## config.mk

```make
export PLATFORM = sky130hd
export DESIGN_NAME = partition_key_runin_scanner_unit
export DESIGN_NICKNAME = d
export VERILOG_FILES = /design/src/design/pkrs_pkg.sv /design/src/design/pkrs_in_reg.sv /design/src/design/pkrs_match_core.sv /design/src/design/partition_key_runin_scanner_unit.sv
export VERILOG_INCLUDE_DIRS = /design/src /design/src/design
export SDC_FILE = /design/constraint.sdc
export NUM_CORES = 1
export LEC_CHECK = 0
export BUFFER_PORTS_ARGS = -buffer_cell sky130_fd_sc_hd__buf_2
export CAP_MARGIN = 20
export CORE_ASPECT_RATIO = 1.2
export CORE_MARGIN = 2
export CORE_UTILIZATION = 55
export DETAILED_ROUTE_END_ITERATION = 6
export PLACE_DENSITY = 0.85
export SLEW_MARGIN = 0
export SYNTH_ARGS = -nofsm -noshare
export SYNTH_HDL_FRONTEND = slang
export SYNTH_HIERARCHICAL = 1
export SYNTH_SLANG_ARGS = --single-unit
```

## constraint.sdc

```tcl
create_clock -name i_clk -period 6.2 [get_ports i_clk]
set_input_delay 1.86 -clock i_clk [delete_from_list [all_inputs] [get_ports i_clk]]
set_output_delay 1.86 -clock i_clk [all_outputs]
set_load 0.1 [all_outputs]
```

## src/design/assert_macros.svh

```systemverilog
// assertion macros used by the scanner's match core
`ifndef ASSERT_MACROS_SVH
`define ASSERT_MACROS_SVH

// concurrent check on the rising clock, masked while reset is held
`define PKRS_ASSERT(label, prop, msg) \
    label: assert property (@(posedge i_clk) disable iff (!i_rst_n) (prop)) \
        else $error(msg);

// implication checked in the cycle after the trigger
`define PKRS_ASSERT_NEXT(label, trig, prop, msg) \
    label: assert property (@(posedge i_clk) disable iff (!i_rst_n) \
        (trig) |=> (prop)) else $error(msg);

`endif

```

## src/design/pkrs_pkg.sv

```systemverilog
// shared types and constants for the partition key run-in scanner
package pkrs_pkg;

    localparam int PREFIX_MATCH_LEN = 11;
    localparam int KEY_LEN          = 16;
    localparam int POS_W            = 5;
    localparam int PREFIX_IDX_W     = $clog2(PREFIX_MATCH_LEN);
    localparam int COUNT_W          = 17;
    localparam int RUNIN_W          = 16;

    // key octet positions from the last prefix octet onward
    localparam logic [POS_W-1:0] POS_PREFIX_LAST = POS_W'(PREFIX_MATCH_LEN - 1);
    localparam logic [POS_W-1:0] POS_PREFIX_END  = POS_W'(PREFIX_MATCH_LEN);
    localparam logic [POS_W-1:0] POS_TAIL_A      = POS_W'(11);
    localparam logic [POS_W-1:0] POS_TAIL_B      = POS_W'(12);
    localparam logic [POS_W-1:0] POS_KIND        = POS_W'(13);
    localparam logic [POS_W-1:0] POS_STATUS      = POS_W'(14);
    localparam logic [POS_W-1:0] POS_KEY_LAST    = POS_W'(KEY_LEN - 1);

    localparam logic [7:0] TAIL_BYTE        = 8'h01;
    localparam logic [7:0] KIND_HEADER      = 8'h02;
    localparam logic [7:0] PS_CLOSED_INCOMP = 8'h02;
    localparam logic [7:0] PS_OPEN_COMPLETE = 8'h03;
    localparam logic [7:0] PS_CLOSED_COMP   = 8'h04;

    localparam logic [1:0] ST_FOUND      = 2'd0;
    localparam logic [1:0] ST_RUNIN      = 2'd1;
    localparam logic [1:0] ST_EOS        = 2'd2;
    localparam logic [1:0] ST_NOT_HEADER = 2'd3;

    localparam logic [RUNIN_W-1:0] MAX_RUNIN_RESET = '1;

    localparam logic [7:0] PP_PREFIX [0:PREFIX_MATCH_LEN-1] = '{
        8'h06, 8'h0E, 8'h2B, 8'h34, 8'h02, 8'h05,
        8'h01, 8'h01, 8'h0D, 8'h01, 8'h02
    };

    typedef struct packed {
        logic [7:0] data_byte;
        logic       end_of_stream;
    } t_in_word;

    typedef struct packed {
        logic [1:0]         status;
        logic [RUNIN_W-1:0] runin_length;
        logic               closed;
        logic               complete;
    } t_result;

endpackage

```

## src/design/pkrs_in_reg.sv

```systemverilog
// input holding register with valid/stall handshake
module pkrs_in_reg (
    input  logic              i_clk,
    input  logic              i_rst_n,
    input  logic              i_in_valid,
    input  pkrs_pkg::t_in_word i_word,
    output logic              o_in_stall,
    input  logic              i_advance,
    output logic              o_valid,
    output pkrs_pkg::t_in_word o_word
);
    import pkrs_pkg::*;

    logic     r_valid;
    t_in_word r_word;
    logic     accept;

    assign o_in_stall = r_valid && !i_advance;
    assign accept     = i_in_valid && !o_in_stall;

    always_ff @(posedge i_clk) begin
        if (!i_rst_n) begin
            r_valid <= 1'b0;
        end else if (accept) begin
            r_valid <= 1'b1;
        end else if (i_advance) begin
            r_valid <= 1'b0;
        end
    end

    always_ff @(posedge i_clk) begin
        if (accept) begin
            r_word <= i_word;
        end
    end

    assign o_valid = r_valid;
    assign o_word  = r_word;

endmodule

```

## src/design/pkrs_match_core.sv

```systemverilog
// key match state and per-word result logic
`include "assert_macros.svh"

module pkrs_match_core (
    input  logic                          i_clk,
    input  logic                          i_rst_n,
    input  logic                          i_valid,
    input  pkrs_pkg::t_in_word            i_word,
    input  logic [pkrs_pkg::RUNIN_W-1:0]  i_max_runin,
    output logic                          o_res_valid,
    output pkrs_pkg::t_result             o_res
);
    import pkrs_pkg::*;

    logic [POS_W-1:0]   r_match_pos,    n_match_pos;
    logic [COUNT_W-1:0] r_bytes_seen,   n_bytes_seen;
    logic               r_tail_ok,      n_tail_ok;
    logic [7:0]         r_kind_octet,   n_kind_octet;
    logic [7:0]         r_status_octet, n_status_octet;

    logic [COUNT_W-1:0] bytes_inc;
    logic [COUNT_W-1:0] late_limit;
    logic [COUNT_W-1:0] runin_full;
    logic               emit;

    assign bytes_inc  = r_bytes_seen + COUNT_W'(1);
    assign late_limit = {1'b0, i_max_runin} + COUNT_W'(PREFIX_MATCH_LEN);
    assign runin_full = r_bytes_seen - COUNT_W'(PREFIX_MATCH_LEN);

    always_comb begin
        n_match_pos    = r_match_pos;
        n_bytes_seen   = r_bytes_seen;
        n_tail_ok      = r_tail_ok;
        n_kind_octet   = r_kind_octet;
        n_status_octet = r_status_octet;
        emit           = 1'b0;
        o_res          = '0;

        if (i_valid) begin
            if (i_word.end_of_stream) begin
                emit         = 1'b1;
                o_res.status = ST_EOS;
            end else if (r_match_pos < POS_PREFIX_END) begin
                n_bytes_seen = bytes_inc;
                if (i_word.data_byte == PP_PREFIX[r_match_pos[PREFIX_IDX_W-1:0]]) begin
                    n_match_pos = r_match_pos + POS_W'(1);
                    // prefix completed with a run-in at or beyond the allowed maximum
                    if (r_match_pos == POS_PREFIX_LAST && bytes_inc >= late_limit) begin
                        emit         = 1'b1;
                        o_res.status = ST_RUNIN;
                    end
                end else begin
                    n_match_pos = '0;
                    if (bytes_inc >= {1'b0, i_max_runin}) begin
                        emit         = 1'b1;
                        o_res.status = ST_RUNIN;
                    end
                end
            end else begin
                n_match_pos = r_match_pos + POS_W'(1);
                case (r_match_pos)
                    POS_TAIL_A, POS_TAIL_B: begin
                        if (i_word.data_byte != TAIL_BYTE) begin
                            n_tail_ok = 1'b0;
                        end
                    end
                    POS_KIND: begin
                        n_kind_octet = i_word.data_byte;
                    end
                    POS_STATUS: begin
                        n_status_octet = i_word.data_byte;
                    end
                    POS_KEY_LAST: begin
                        emit = 1'b1;
                        if (r_tail_ok && r_kind_octet == KIND_HEADER) begin
                            o_res.status       = ST_FOUND;
                            o_res.runin_length = runin_full[RUNIN_W-1:0];
                            o_res.closed       = r_status_octet inside
                                {PS_CLOSED_INCOMP, PS_CLOSED_COMP};
                            o_res.complete     = r_status_octet inside
                                {PS_OPEN_COMPLETE, PS_CLOSED_COMP};
                        end else begin
                            o_res.status = ST_NOT_HEADER;
                        end
                    end
                    default: begin
                    end
                endcase
            end

            // every result restarts the search
            if (emit) begin
                n_match_pos    = '0;
                n_bytes_seen   = '0;
                n_tail_ok      = 1'b1;
                n_kind_octet   = '0;
                n_status_octet = '0;
            end
        end
    end

    assign o_res_valid = emit;

    always_ff @(posedge i_clk) begin
        if (!i_rst_n) begin
            r_match_pos    <= '0;
            r_bytes_seen   <= '0;
            r_tail_ok      <= 1'b1;
            r_kind_octet   <= '0;
            r_status_octet <= '0;
        end else begin
            r_match_pos    <= n_match_pos;
            r_bytes_seen   <= n_bytes_seen;
            r_tail_ok      <= n_tail_ok;
            r_kind_octet   <= n_kind_octet;
            r_status_octet <= n_status_octet;
        end
    end

    `PKRS_ASSERT(a_pos_in_key, r_match_pos <= POS_KEY_LAST,
        "match position beyond last key octet")
    `PKRS_ASSERT(a_count_after_prefix,
        (r_match_pos < POS_PREFIX_END) || (r_bytes_seen >= COUNT_W'(PREFIX_MATCH_LEN)),
        "prefix matched with too few bytes counted")
    `PKRS_ASSERT_NEXT(a_clear_after_result, o_res_valid,
        (r_match_pos == '0) && (r_bytes_seen == '0) && r_tail_ok,
        "search state not cleared after a result")

endmodule

```

## src/design/partition_key_runin_scanner_unit.sv

```systemverilog
// top level of the partition pack key run-in scanner
// usage:
//   input channel: i_in_valid / o_in_stall carry one word per accepted edge,
//   a file byte on i_data_byte, or i_end_of_stream high to close the stream
//   (the byte is then ignored)
//   output channel: o_out_valid / i_out_stall; at most one result word per
//   input word, giving status, run-in length and closed/complete flags
//   config: i_cfg_we writes i_cfg_wdata into max_runin (reset 65535); write
//   it only while the scanner is idle, it applies from the next byte
// timing:
//   a word is held in the input register, then matched against the search
//   state in one cycle and any result lands in the output register, so a
//   result shows on the first edge after its word is accepted
//   throughput is one word per cycle; the single-cycle state update of the
//   match logic is what sets this
// stalls: while a result waits under i_out_stall the input register can
//   still take one word if it is empty, after which o_in_stall stays high
//   until the result goes
// reset: synchronous active low; clears the search, both holding registers
//   and sets max_runin back to 65535
module partition_key_runin_scanner_unit (
    input  logic                          i_clk,
    input  logic                          i_rst_n,
    // input word channel
    input  logic                          i_in_valid,
    output logic                          o_in_stall,
    input  logic [7:0]                    i_data_byte,
    input  logic                          i_end_of_stream,
    // result word channel
    output logic                          o_out_valid,
    input  logic                          i_out_stall,
    output logic [1:0]                    o_status,
    output logic [pkrs_pkg::RUNIN_W-1:0]  o_runin_length,
    output logic                          o_closed,
    output logic                          o_complete,
    // max_runin register
    input  logic                          i_cfg_we,
    input  logic [pkrs_pkg::RUNIN_W-1:0]  i_cfg_wdata
);
    import pkrs_pkg::*;

    logic [RUNIN_W-1:0] r_max_runin;
    logic               r_out_valid;
    t_result            r_out;

    t_in_word           in_word;
    t_in_word           held_word;
    logic               held_valid;
    logic               advance;
    logic               res_valid;
    t_result            res;

    assign in_word.data_byte     = i_data_byte;
    assign in_word.end_of_stream = i_end_of_stream;

    // held word moves on when the result slot is empty or being emptied
    assign advance = held_valid && (!r_out_valid || !i_out_stall);

    pkrs_in_reg u_in_reg (
        .i_clk      (i_clk),
        .i_rst_n    (i_rst_n),
        .i_in_valid (i_in_valid),
        .i_word     (in_word),
        .o_in_stall (o_in_stall),
        .i_advance  (advance),
        .o_valid    (held_valid),
        .o_word     (held_word)
    );

    pkrs_match_core u_match (
        .i_clk       (i_clk),
        .i_rst_n     (i_rst_n),
        .i_valid     (advance),
        .i_word      (held_word),
        .i_max_runin (r_max_runin),
        .o_res_valid (res_valid),
        .o_res       (res)
    );

    // run-in limit register
    always_ff @(posedge i_clk) begin
        if (!i_rst_n) begin
            r_max_runin <= MAX_RUNIN_RESET;
        end else if (i_cfg_we) begin
            r_max_runin <= i_cfg_wdata;
        end
    end

    // result register
    always_ff @(posedge i_clk) begin
        if (!i_rst_n) begin
            r_out_valid <= 1'b0;
        end else if (advance && res_valid) begin
            r_out_valid <= 1'b1;
        end else if (!i_out_stall) begin
            r_out_valid <= 1'b0;
        end
    end

    always_ff @(posedge i_clk) begin
        if (advance && res_valid) begin
            r_out <= res;
        end
    end

    assign o_out_valid    = r_out_valid;
    assign o_status       = r_out.status;
    assign o_runin_length = r_out.runin_length;
    assign o_closed       = r_out.closed;
    assign o_complete     = r_out.complete;

endmodule
```

==> flow_metrics.tcl <==
set metrics [dict create \
    run_status "completed" \
    cts_buffers 9 \
    finalNetCount 685 \
    worstPathMaxFanout 15 \
    grt_max_degree 23 \
    critPathCaptureType "primary output" \
    synth.avg_cell_area_sq_um 9.07 \
    max_freq_ghz 0.207 \
    arrival_ns 2.97 \
    cp_data_required_time_ns 4.34 \
    tns_ns 0 \
    yosys_warnings 6 \
    critPathKind "in -> out" \
    cts_hold_buf 0 \
    period_needed_ns 4.83 \
    period_share 0.778 \
    clockBufferDepth 2 \
    p_int_w 0.000851 \
    max_slew_margin 0.444 \
    grt_usage 0.229 \
    critPathMaxStageDelay_ns 0.44 \
    tightest_slew_ns 0.829 \
    crit_chain "buf_2 -> nand2_1 -> and2_1 -> nor2b_4 -> buf_2" \
    die_h_um 111 \
    crit_top_cell "buf_2" \
    hpwl_um 8650 \
    drt_wl_total_um 11800 \
    rsz0062_at_grt "no" \
    seq_area_frac_synth 0.385 \
    antennaDiodeCount 0 \
    avgRoutedWirePerCell_um 16.0 \
    area_delta_synth_final_pct 9.51 \
    p_sw_frac 0.281 \
    cts_tree "built" \
    clock_latency_ns 0.36 \
    crit_path_start_kind "input port" \
    syn_inst 576 \
    fp.dieW_um 93.0 \
    post-route-util 0.627 \
    synth_edf_count 29 \
    antenna_found_initial 0 \
    postCtsSetupRepairBufs 0 \
    synth_xor_area_frac 0.0671 \
    coreArea_sq_um 9130 \
    synthMuxAreaShare 0.0335 \
    yosysUniqueCellTypes 60 \
    ys_seq_elements 86 \
    drive_above_1_share 0.136 \
    power_switching_w 0.000332 \
    htree_levels 3 \
    grt_pass1_wl_um 19400 \
    firstDrtPassIters 6 \
    synthArstFlopShare 0 \
    crit_slowest_cell "buf_2" \
    maxCapViolations 0 \
    synth_fa_ha_area_frac 0.101 \
    finalWeightedCongestion 0.948 \
    ir_drop_v 0.000134 \
    hold_viol 0 \
    portBuffers 51 \
    slew_violations 0 \
    initial_core_util 0.572 \
    dieArea_sq_um 10300 \
    drt_iter0_drc 343 \
    synth-simple-area-share 0.208 \
    synth_area_sq_um 5220 \
    pwr-share-comb 0.126 \
    via_count 4464 \
    clock-sinks 86 \
    grt-ovfl-total 0 \
    via_per_inst 6.05 \
    synth_top_family_by_area "simple AND/OR/NAND/NOR gates" \
    hold_path_class "reg -> reg" \
    path_buf_inv 2 \
    synth_compound_area_frac 0.155 \
    drc 0 \
    clock_skew_ns 0.0167 \
    cts_resized 0 \
    powerDensity_nw_per_um2 207 \
    crit_family "simple AND/OR/NAND/NOR gates" \
    p_clk_frac 0.359 \
    cellLeakagePower_nw 2.38 \
    rows 38 \
    clk_pin_slew_ns 0.09 \
    ant_nets 0 \
    grt_pass1_vias 4330 \
    seqPwrFrac 0.515 \
    synth_flop_cell "dfxtp_1" \
    pin_count 52 \
    setup-violations-final 0 \
    syn_nets 648 \
    root_buffer "clkbuf_8" \
]
==> placed cells by master (no fill, tap or decap), drive strengths merged, types with 16 or more instances in the layout <==
master,count
a21oi,21
a22oi,17
buf,54
dfxtp,57
edfxtp,29
ha,42
inv,31
mux2i,16
nand2,58
nand3,36
nor2,38
o21ai,41
xnor2,33
==> layer usage <==
layer | routed length (um) | part of all wire | track usage
met3 | 606 | 0.051 | 0.0272
met1 | 4660 | 0.40 | 0.264
met4 | 347 | 0.029 | 0.101
met5 | 0 | 0 | 0
met2 | 6170 | 0.52 | 0.418
==> per-stage QoR <==
step	worst slack (ns)	hold WS, ns	cell area, sq um	instances	power [W]
final	1.37	0.495	5720	738	0.00118
after global routing	1.30	0.511	5720	738	0.00122
after CTS	1.30	0.491	5710	737	0.00119
after detailed placement	1.34	0.474	5490	721	0.000768
after global placement	1.41	0.459	5480	720	0.000759
after floorplan	1.56	0.441	5220	576	0.000731
==> final timing paths <==
check	end	cells past startpoint	start	slack (ns)
worst min register to register	r_max_runin[12]$_SDFFE_PN1P_	2	r_max_runin[12]$_SDFFE_PN1P_	0.50
worst min-delay path	r_max_runin[12]$_SDFFE_PN1P_	2	r_max_runin[12]$_SDFFE_PN1P_	0.50
worst max register to register	o_runin_length[3]$_DFFE_PP_	15	u_match/r_bytes_seen[0]$_SDFFE_PN0P_	1.73
worst max-delay path	o_in_stall	5	i_out_stall	1.37
==> cells in the mapped netlist, drive strengths merged, types with 2 or more instances <==
library cell,count,share of area
mux2i,16,0.031
o21a,2,0.0029
a21oi,21,0.020
nand2,58,0.042
o21ai,41,0.040
and3,7,0.0084
a32o,8,0.015
xor2,7,0.012
a211oi,3,0.0043
or2,4,0.0048
nand4b,2,0.0034
ha,42,0.10
edfxtp,29,0.17
nor4,5,0.0060
o211ai,4,0.0057
clkbuf,16,0.012
nor2,38,0.028
nand3,36,0.034
a21boi,3,0.0043
o31ai,3,0.0089
or4,3,0.0050
or3,3,0.0036
o221ai,3,0.0050
nand2b,6,0.0072
xnor2,33,0.055
nor2b,12,0.016
dfxtp,57,0.22
a22oi,17,0.024
nand4,12,0.014
nor3b,3,0.0043
inv,28,0.020
and4,4,0.0072
o2111ai,4,0.0067
nor3,13,0.012
and2,7,0.0084
buf,12,0.019
a2111oi,2,0.0036
a21o,4,0.0057
==> worst reg2reg max path: cells and delay by family, from the launching register on <==
kind | cells | cell delay, ns
compound gates | 5 | 1.47
simple gates | 7 | 1.29
fa+ha+maj | 2 | 0.67
flops | 1 | 0.53
buf+inv | 1 | 0.22
==> state kept, by name (all words and copies together), names as in the netlist <==
| signal | flops |
|---|---|
| o_runin_length | 16 |
| u_in_reg/o_valid | 1 |
| u_match/r_match_pos | 5 |
| u_match/r_status_octet | 8 |
| u_in_reg/o_word | 9 |
| u_match/r_bytes_seen | 17 |
| u_match/r_kind_octet | 8 |
| o_closed | 1 |
| o_out_valid | 1 |
| o_complete | 1 |
| o_status | 2 |
| u_match/r_tail_ok | 1 |
| r_max_runin | 16 |
==> power by group through the flow <==
stage / sequential (W) / combinational, W / clock (W)
final: 0.000610 / 0.000150 / 0.000424
after global routing: 0.000611 / 0.000161 / 0.000449
after CTS: 0.000610 / 0.000147 / 0.000430
after detailed placement: 0.000623 / 0.000146 / 0
after global placement: 0.000622 / 0.000136 / 0
after floorplan: 0.000644 / 0.0000869 / 0
==> kinds of logic after synthesis <==
logic type,after synthesis
simple gates,215
compound gates,120
flops,86
buf+inv,56
fa+ha+maj,42
xor+xnor,40
mux,17
==> area by class of cell <==
type / count / area (sq um)
clock buffers: 10 / 138
multi-input cells: 434 / 2950
well taps: 120 / 150
flip-flops and latches: 86 / 2010
repair buffers: 54 / 289
clock inverters: 6 / 76.3
fillers: 757 / 3410
inverters: 28 / 105
(Power assumes the default switching activity.)
